## src/hdl/assert_macros.svh

```systemverilog
// Concurrent assertion helpers; expect clk and arst_n in the calling scope.
`ifndef ASSERT_MACROS_SVH
`define ASSERT_MACROS_SVH

// Check a property on every clock edge outside reset.
`define ASSERT_AT(lbl, prop, msg) \
	lbl: assert property (@(posedge clk) disable iff (!arst_n) prop) else $error(msg);

// Check that a condition never holds outside reset.
`define ASSERT_NEVER(lbl, cond, msg) \
	lbl: assert property (@(posedge clk) disable iff (!arst_n) !(cond)) else $error(msg);

`endif

```

## src/hdl/psf_pkg.sv

```systemverilog
package psf_pkg;

	localparam logic [1:0] CMD_FORMAT = 2'd0;
	localparam logic [1:0] CMD_STRING = 2'd1;
	localparam logic [1:0] CMD_FINISH = 2'd2;

	localparam logic [7:0] CH_PERCENT = 8'h25;
	localparam logic [7:0] CH_S       = 8'h73;
	localparam logic [7:0] CH_D       = 8'h64;
	localparam logic [7:0] CH_X       = 8'h78;
	localparam logic [7:0] CH_MINUS   = 8'h2d;

	localparam int CNT_W     = 31;
	localparam int DIG_DEPTH = 10;
	localparam int DIG_W     = $clog2(DIG_DEPTH + 1);
	localparam int HEX_DIGS  = 8;

	localparam logic [CNT_W-1:0] COUNT_MAX = '1;
	// floor(x / 10) == (x * RECIP10) >> 35 for every 32-bit x
	localparam logic [31:0] RECIP10 = 32'hcccc_cccd;

	localparam logic [7:0] HEX_CHARS [16] = '{
		8'h30, 8'h31, 8'h32, 8'h33, 8'h34, 8'h35, 8'h36, 8'h37,
		8'h38, 8'h39, 8'h61, 8'h62, 8'h63, 8'h64, 8'h65, 8'h66
	};

	typedef enum logic [2:0] {
		KIND_NONE,
		KIND_ECHO,
		KIND_PCT,
		KIND_DEC,
		KIND_HEX,
		KIND_DROP,
		KIND_FINISH
	} item_kind_t;

	typedef enum logic [2:0] {
		ST_IDLE,
		ST_MUL,
		ST_DIV,
		ST_SKIP,
		ST_EMIT
	} ctl_state_t;

	typedef struct packed {
		logic accept;
		logic mul_step;
		logic div_step;
		logic skip_step;
		logic emit_step;
	} ctl_cmd_t;

	typedef struct packed {
		item_kind_t kind;
		logic       q_zero;
		logic       cnt_one;
		logic       top_zero;
		logic       out_free;
	} dp_status_t;

	function automatic logic [7:0] hex_char(input logic [3:0] d);
		return HEX_CHARS[d];
	endfunction

endpackage

```

## src/hdl/psf_if.sv

```systemverilog
interface psf_item_if;
	logic        valid;
	logic        ready;
	logic [1:0]  command;
	logic [7:0]  data_byte;
	logic [31:0] arg_word;

	modport source (output valid, command, data_byte, arg_word, input ready);
	modport sink (input valid, command, data_byte, arg_word, output ready);
endinterface

interface psf_result_if;
	logic        valid;
	logic        ready;
	logic [7:0]  out_byte;
	logic [30:0] out_count;
	logic        is_count;
	logic        last;

	modport source (output valid, out_byte, out_count, is_count, last, input ready);
	modport sink (input valid, out_byte, out_count, is_count, last, output ready);
endinterface

```

## src/hdl/psf_ctrl.sv

```systemverilog
`include "assert_macros.svh"

module psf_ctrl (
	input  logic                clk,
	input  logic                arst_n,
	input  logic                in_valid,
	output logic                in_ready,
	input  psf_pkg::dp_status_t status,
	output psf_pkg::ctl_cmd_t   cmd
);
	import psf_pkg::*;

	ctl_state_t state_q, state_d;
	logic       accept;

	assign in_ready = (state_q == ST_IDLE) && status.out_free;
	assign accept   = in_valid && in_ready;

	always_ff @(posedge clk or negedge arst_n) begin
		if (!arst_n) begin
			state_q <= ST_IDLE;
		end else begin
			state_q <= state_d;
		end
	end

	always_comb begin
		state_d = state_q;
		unique case (state_q)
			ST_IDLE: begin
				if (accept && status.kind == KIND_DEC) begin
					state_d = ST_MUL;
				end else if (accept && status.kind == KIND_HEX) begin
					state_d = ST_SKIP;
				end
			end
			ST_MUL: begin
				state_d = ST_DIV;
			end
			ST_DIV: begin
				state_d = status.q_zero ? ST_EMIT : ST_MUL;
			end
			ST_SKIP: begin
				if (status.cnt_one || !status.top_zero) begin
					state_d = ST_EMIT;
				end
			end
			ST_EMIT: begin
				if (status.out_free && status.cnt_one) begin
					state_d = ST_IDLE;
				end
			end
			default: begin
				state_d = ST_IDLE;
			end
		endcase
	end

	always_comb begin
		cmd = '0;
		unique case (state_q)
			ST_IDLE: cmd.accept    = accept;
			ST_MUL:  cmd.mul_step  = 1'b1;
			ST_DIV:  cmd.div_step  = 1'b1;
			ST_SKIP: cmd.skip_step = !status.cnt_one && status.top_zero;
			ST_EMIT: cmd.emit_step = status.out_free;
			default: cmd = '0;
		endcase
	end

	`ASSERT_AT(a_div_after_mul, state_q == ST_DIV |-> $past(state_q) == ST_MUL,
		"division step without a preceding multiply")
	`ASSERT_AT(a_emit_done_idle, cmd.emit_step && status.cnt_one |=> state_q == ST_IDLE,
		"last digit did not return to idle")
	`ASSERT_NEVER(a_one_cmd, !$onehot0(cmd), "more than one datapath command")
endmodule

```

## src/hdl/psf_dp.sv

```systemverilog
`include "assert_macros.svh"

module psf_dp (
	input  logic                clk,
	input  logic                arst_n,
	input  logic [1:0]          command,
	input  logic [7:0]          data_byte,
	input  logic [31:0]         arg_word,
	input  psf_pkg::ctl_cmd_t   cmd,
	output psf_pkg::dp_status_t status,
	output logic                res_valid,
	input  logic                res_ready,
	output logic [7:0]          out_byte,
	output logic [30:0]         out_count,
	output logic                is_count,
	output logic                last
);
	import psf_pkg::*;

	logic             pending_q;
	logic [CNT_W-1:0] count_q;
	logic [DIG_W-1:0] cnt_q;
	logic [31:0]      mag_q;
	logic [63:0]      prod_q;
	logic [3:0]       dig_q [DIG_DEPTH];

	logic             out_valid_q;
	logic [7:0]       out_byte_q;
	logic [CNT_W-1:0] out_count_q;
	logic             is_count_q;
	logic             last_q;

	item_kind_t       kind;
	logic             neg;
	logic [28:0]      quo;
	logic [3:0]       q10_lo;
	logic [3:0]       digit;
	logic             ld;
	logic [7:0]       ld_byte;
	logic             ld_isc;
	logic             ld_last;
	logic             out_free;

	always_comb begin
		kind = KIND_NONE;
		unique case (command)
			CMD_FORMAT: begin
				if (pending_q) begin
					if (data_byte == CH_D) begin
						kind = KIND_DEC;
					end else if (data_byte == CH_X) begin
						kind = KIND_HEX;
					end else begin
						kind = KIND_DROP;
					end
				end else if (data_byte == CH_PERCENT) begin
					kind = KIND_PCT;
				end else begin
					kind = KIND_ECHO;
				end
			end
			CMD_STRING: kind = KIND_ECHO;
			CMD_FINISH: kind = KIND_FINISH;
			default:    kind = KIND_NONE;
		endcase
	end

	assign neg    = arg_word[31];
	assign quo    = prod_q[63:35];
	assign q10_lo = {quo[0], 3'b000} + {quo[2:0], 1'b0};
	assign digit  = mag_q[3:0] - q10_lo;

	always_comb begin
		ld      = 1'b0;
		ld_byte = '0;
		ld_isc  = 1'b0;
		ld_last = 1'b1;
		if (cmd.accept) begin
			unique case (kind)
				KIND_ECHO: begin
					ld      = 1'b1;
					ld_byte = data_byte;
				end
				KIND_DEC: begin
					ld      = neg;
					ld_byte = CH_MINUS;
					ld_last = 1'b0;
				end
				KIND_FINISH: begin
					ld     = 1'b1;
					ld_isc = 1'b1;
				end
				default: ld = 1'b0;
			endcase
		end else if (cmd.emit_step) begin
			ld      = 1'b1;
			ld_byte = hex_char(dig_q[0]);
			ld_last = (cnt_q == DIG_W'(1));
		end
	end

	assign out_free = !out_valid_q || res_ready;

	always_ff @(posedge clk or negedge arst_n) begin
		if (!arst_n) begin
			pending_q   <= 1'b0;
			count_q     <= '0;
			cnt_q       <= '0;
			out_valid_q <= 1'b0;
		end else begin
			if (ld) begin
				out_valid_q <= 1'b1;
			end else if (res_ready) begin
				out_valid_q <= 1'b0;
			end
			if (ld && ld_isc) begin
				count_q <= '0;
			end else if (ld && count_q != COUNT_MAX) begin
				count_q <= count_q + CNT_W'(1);
			end
			if (cmd.accept) begin
				unique case (kind)
					KIND_PCT:                       pending_q <= 1'b1;
					KIND_DEC, KIND_HEX, KIND_DROP,
					KIND_FINISH:                    pending_q <= 1'b0;
					default:                        pending_q <= pending_q;
				endcase
				if (kind == KIND_DEC) begin
					cnt_q <= '0;
				end else if (kind == KIND_HEX) begin
					cnt_q <= DIG_W'(HEX_DIGS);
				end
			end else if (cmd.div_step) begin
				cnt_q <= cnt_q + DIG_W'(1);
			end else if (cmd.skip_step || cmd.emit_step) begin
				cnt_q <= cnt_q - DIG_W'(1);
			end
		end
	end

	always_ff @(posedge clk) begin
		if (ld) begin
			out_byte_q  <= ld_byte;
			out_count_q <= ld_isc ? count_q : '0;
			is_count_q  <= ld_isc;
			last_q      <= ld_last;
		end
		if (cmd.accept && kind == KIND_DEC) begin
			mag_q <= neg ? (32'd0 - arg_word) : arg_word;
		end else if (cmd.div_step) begin
			mag_q <= {3'b000, quo};
		end
		if (cmd.mul_step) begin
			prod_q <= mag_q * RECIP10;
		end
		if (cmd.accept && kind == KIND_HEX) begin
			for (int i = 0; i < DIG_DEPTH; i++) begin
				if (i < HEX_DIGS) begin
					dig_q[i] <= arg_word[4*(HEX_DIGS-1-i) +: 4];
				end else begin
					dig_q[i] <= '0;
				end
			end
		end else if (cmd.div_step) begin
			dig_q[0] <= digit;
			for (int i = 1; i < DIG_DEPTH; i++) begin
				dig_q[i] <= dig_q[i-1];
			end
		end else if (cmd.skip_step || cmd.emit_step) begin
			for (int i = 0; i < DIG_DEPTH - 1; i++) begin
				dig_q[i] <= dig_q[i+1];
			end
			dig_q[DIG_DEPTH-1] <= '0;
		end
	end

	assign status.kind     = kind;
	assign status.q_zero   = (quo == '0);
	assign status.cnt_one  = (cnt_q == DIG_W'(1));
	assign status.top_zero = (dig_q[0] == 4'd0);
	assign status.out_free = out_free;

	assign res_valid = out_valid_q;
	assign out_byte  = out_byte_q;
	assign out_count = out_count_q;
	assign is_count  = is_count_q;
	assign last      = last_q;

	`ASSERT_NEVER(a_load_blocked, ld && !out_free, "result overwritten before it was taken")
	`ASSERT_AT(a_cnt_range, cnt_q <= DIG_W'(DIG_DEPTH), "digit count beyond buffer depth")
	`ASSERT_NEVER(a_pop_empty, (cmd.skip_step || cmd.emit_step) && cnt_q == '0,
		"digit popped from an empty buffer")
	`ASSERT_AT(a_div_no_overflow, cmd.div_step |-> cnt_q < DIG_W'(DIG_DEPTH),
		"decimal digit pushed into a full buffer")
endmodule

```

## src/hdl/printf_subset_formatter_core.sv

```systemverilog
// Formats a byte stream under a printf subset (%d, %x, %s) and emits one
// character beat per cycle on the result channel while it is not stalled,
// each marked last on the final character of its item; a finish item returns
// the saturating count of characters since the previous finish. Plain,
// string and finish items load their result as they are accepted. A %x item
// is accepted, skips leading zero nibbles, starts output, and emits one hex
// digit per step. A %d item is accepted, then runs the shared 32x32
// reciprocal multiply and its remainder step for each decimal digit, then
// emits its digits one per step. Results leave through
// a single output register, so stalls on the result side hold the block.
module printf_subset_formatter_core (
	input logic          clk,
	input logic          arst_n,
	psf_item_if.sink     item,
	psf_result_if.source result
);
	import psf_pkg::*;

	ctl_cmd_t   cmd;
	dp_status_t status;

	psf_ctrl u_ctrl (
		.clk      (clk),
		.arst_n   (arst_n),
		.in_valid (item.valid),
		.in_ready (item.ready),
		.status   (status),
		.cmd      (cmd)
	);

	psf_dp u_dp (
		.clk       (clk),
		.arst_n    (arst_n),
		.command   (item.command),
		.data_byte (item.data_byte),
		.arg_word  (item.arg_word),
		.cmd       (cmd),
		.status    (status),
		.res_valid (result.valid),
		.res_ready (result.ready),
		.out_byte  (result.out_byte),
		.out_count (result.out_count),
		.is_count  (result.is_count),
		.last      (result.last)
	);
endmodule
```

## src/flat_wrapper.sv

```systemverilog
// flat-port wrapper written by rule: the top's interface ports become plain ports
module printf_subset_formatter_core_flat import psf_pkg::*;
  (clk, arst_n, item_valid, item_command, item_data_byte, item_arg_word, item_ready, result_valid, result_out_byte, result_out_count, result_is_count, result_last, result_ready);
  psf_item_if item_i ();
  psf_result_if result_i ();
  input logic clk;
  input logic arst_n;
  input wire logic [$bits(item_i.valid)-1:0] item_valid;
  input wire logic [$bits(item_i.command)-1:0] item_command;
  input wire logic [$bits(item_i.data_byte)-1:0] item_data_byte;
  input wire logic [$bits(item_i.arg_word)-1:0] item_arg_word;
  output wire logic [$bits(item_i.ready)-1:0] item_ready;
  output wire logic [$bits(result_i.valid)-1:0] result_valid;
  output wire logic [$bits(result_i.out_byte)-1:0] result_out_byte;
  output wire logic [$bits(result_i.out_count)-1:0] result_out_count;
  output wire logic [$bits(result_i.is_count)-1:0] result_is_count;
  output wire logic [$bits(result_i.last)-1:0] result_last;
  input wire logic [$bits(result_i.ready)-1:0] result_ready;
  assign item_i.valid = item_valid;
  assign item_i.command = item_command;
  assign item_i.data_byte = item_data_byte;
  assign item_i.arg_word = item_arg_word;
  assign item_ready = item_i.ready;
  assign result_valid = result_i.valid;
  assign result_out_byte = result_i.out_byte;
  assign result_out_count = result_i.out_count;
  assign result_is_count = result_i.is_count;
  assign result_last = result_i.last;
  assign result_i.ready = result_ready;
  printf_subset_formatter_core u_core (.clk(clk), .arst_n(arst_n), .item(item_i), .result(result_i));
endmodule
```

## config.mk

```make
export PLATFORM = sky130hd
export DESIGN_NAME = printf_subset_formatter_core_flat
export DESIGN_NICKNAME = d
export VERILOG_FILES = /design/src/hdl/psf_pkg.sv /design/src/hdl/psf_if.sv /design/src/hdl/psf_ctrl.sv /design/src/hdl/psf_dp.sv /design/src/hdl/printf_subset_formatter_core.sv /design/src/flat_wrapper.sv
export VERILOG_INCLUDE_DIRS = /design/src /design/src/hdl
export SDC_FILE = /design/constraint.sdc
export NUM_CORES = 1
export LEC_CHECK = 0
export ABC_AREA = 1
export CORE_MARGIN = 1.5
export CORE_UTILIZATION = 30
export DETAILED_ROUTE_END_ITERATION = 6
export DONT_BUFFER_PORTS = 1
export GPL_ROUTABILITY_DRIVEN = 0
export GPL_TIMING_DRIVEN = 1
export REMOVE_ABC_BUFFERS = 1
export SLEW_MARGIN = 20
export SYNTH_ARGS = -nofsm -noshare
export SYNTH_HDL_FRONTEND = slang
export SYNTH_HIERARCHICAL = 1
export SYNTH_SLANG_ARGS = --single-unit
```

## constraint.sdc

```tcl
create_clock -name clk -period 10.01 [get_ports clk]
set_clock_uncertainty 0.2 [all_clocks]
set_input_delay 1.5015 -clock clk [delete_from_list [all_inputs] [get_ports clk]]
set_output_delay 1.5015 -clock clk [all_outputs]
set_load 0.02 [all_outputs]
```

==> out/metrics.cfg <==
[floorplan]
dieWidth_um=311.5
die_h_um=311.5
dieArea_um2=97050
core-area_um2=93750
num_rows=112
start_util_pct=30.46
ioPinCount=89

[finish]
synthToLayoutAreaGrowth_pct=7.133
nets=4136
diodes=0
fill_cells=9875
drive_gt1_share_pct=3.333
finalNonFillerCells=4614

[route]
via_count=22100
drt-initial-drc-count=2142
ant_nets=0
drc_errors=5
postRouteWirelength_um=87820
wire_per_inst_um=19.03
drt_first_pass_iters=7
vias_per_cell=4.790

[critical_path]
cp.arrival_ps=7490
end_kind=register
critPathRequiredTime_ps=10050
crit_fanout=5
path_class=register to register
crit_path_start_kind=register
reg2reg_slack_ps=2560

[placed_design]
dpl.hpwl_um=75890
dp.cells=4581
portBuffers=0

[yosys]
synthTopCellsByArea=fa_1, ha_1, edfxtp_1
synth-edff-count=142
synthArstFlopShare_pct=21.98
ys_ff_latch=182
synth_flop_cell=edfxtp_1
synth.top_cell.area_share_pct=27.06
ys_warn_count=6
synth-seq-area-share_pct=18.44
yosysMostFrequentCell=inv_1
syn_area_um2=28560
syn_avg_cell_area_um2=8.500
netlist_top_cells_count=inv_1, nand2_1, fa_1, ha_1, nor2_1
synth_cells=3360
synth_cell_types=48
synth_top_area_cell=fa_1

[grt]
grt_use_total_pct=18.41
overflow=0
grt_pass1_wl_um=135800
grt_max_degree=96
grt_pass1_vias=22640
antenna_found_initial=0

[clock_tree]
cts.repair.resized=0
cts_hold_buf=0
cts_buffers=17
cts_setup_buffers=0
clock-root-buffer=clkbuf_16
clkSlewWorstSetupHoldPaths_ps=80
clock_sinks=182
cts_buffer_depth=2
clock_latency_ps=500
cts.htree.levels=4
cts_tree=built

[timing]
tightest_slew_ps=1091
finalHoldViolCount=0
rsz0062_at_grt=false
max-slew-margin-rel_pct=27.24
final_max_slew_viol_count=0
setup_violations=0
fmax_mhz=134.3
period_minus_slack_ps=7447
tns_ps=0
finalCritPeriodShare_pct=74.40

[run_status]
status=finished with violations
violations=design-rule violations

[job]
drv_cap=0

[worst_hold_path]
hold_class=register to register

-- layout make-up --
| type | count | area, µm² | share of cell area (%) |
|---|---|---|---|
| multi-input combinational | 2222 | 19640 | 64.18 |
| sequential | 182 | 5265 | 17.21 |
| inverter | 915 | 3436 | 11.23 |
| tap | 1254 | 1569 | 5.128 |
| clock buffer | 17 | 425.4 | 1.390 |
| clock inverter | 15 | 176.4 | 0.5766 |
| timing repair buffer | 9 | 87.58 | 0.2863 |
-- metrics by stage --
| stage | worst slack (ps) | area (µm²) | utilization [%] | hold WS (ps) |
|---|---|---|---|---|
| floorplan | 3673 | 28330 | - | 277.9 |
| global placement | 2612 | 29960 | 31.96 | 288.4 |
| detailed placement | 2655 | 29960 | 31.96 | 296.2 |
| CTS | 2594 | 30570 | 32.60 | 315.6 |
| global route | 2278 | 30600 | 32.64 | 350.8 |
| finish | 2563 | 30600 | 32.64 | 310.8 |
-- sequential cells by signal, indices dropped and copies added, names as in the netlist --
name / cells
u_core/u_ctrl/state_q: 3
u_core/u_dp/cnt_q: 4
u_core/u_dp/dig_q: 40
u_core/u_dp/count_q: 31
u_core/u_dp/mag_q: 32
u_core/u_dp/prod_q: 29
u_core/u_dp/out_count: 31
u_core/u_dp/out_byte: 8
u_core/u_dp/last: 1
u_core/u_dp/pending_q: 1
u_core/u_dp/res_valid: 1
u_core/u_dp/is_count: 1
-- cells in the final DEF (no fill, tap or decap), drive strengths merged, types with 4 or more instances in the layout --
cell    synthesis  routed
a211oi          4       4
a21o           16      16
a21oi          93      93
a31oi           8       8
buf            28       9
clkbuf         13      17
clkinv          0       7
dfrtp          40      40
edfxtp        142     142
fa            386     386
ha            357     357
inv           915     923
nand2         529     529
nand3         139     139
nand4          58      58
nor2          255     255
nor3           51      51
nor4           17      17
o211ai         23      23
o21a            8       8
o21ai         112     112
o21bai         23      23
o22ai           6       6
or2             9       9
xnor2          22      22
xor2           92      92
-- layer usage --
layer / share of wire, % / GRT usage [%] / up-vias
met3: 7.6 / 3.614 / 165
met1: 42 / 24.30 / 10710
met5: 0 / 0 / -
met2: 46 / 29.37 / 837
met4: 4.6 / 7.683 / 0
li1: - / - / 10380
-- final timing paths --
| path | endpoint | start | depth (start not counted) |
|---|---|---|---|
| worst max-delay path | u_core/u_dp/prod_q[57] | u_core/u_dp/mag_q[11] | 23 |
| worst min-delay path | u_core/u_dp/count_q[29] | u_core/u_dp/count_q[29] | 2 |
| worst max register to register | u_core/u_dp/prod_q[57] | u_core/u_dp/mag_q[11] | 23 |
| worst min register to register | u_core/u_dp/count_q[29] | u_core/u_dp/count_q[29] | 2 |
| max in group asynchronous | u_core/u_ctrl/state_q[0] | arst_n | 0 |
| min in group asynchronous | u_core/u_dp/count_q[24] | arst_n | 0 |
-- critical path, cell delays in order, from the launching register on --
cell      delay (ps)
edfxtp_1         640
ha_1             510
inv_1            190
fa_1             560
inv_1             50
fa_1             500
inv_1             50
fa_1             500
inv_1             80
fa_1             530
fa_1             520
fa_1             540
inv_1             70
fa_1             540
inv_1             40
ha_1             310
a21oi_1          190
o21ai_0          190
a21oi_1          290
nor2_1           100
o21ai_0          340
nand3_1          120
nand2_1           70
nand2_1           40
-- cell families (layout without fill, tap and decap cells) --
family                     Yosys count  in the layout  synth area share (%)
buffers and inverters              956            956                 12.83
AOI/OAI and AO/OA                  300            300                 6.090
DFF                                182            182                 18.44
adders and majority gates          743            743                 42.70
xor gates and xnor gates           114            114                 3.496
and+or+nand+nor                   1065           1065                 16.45
Power is left out: the tool's default activity adds up to more than one toggle a clock period on the data nets, which glitch-free logic cannot reach.
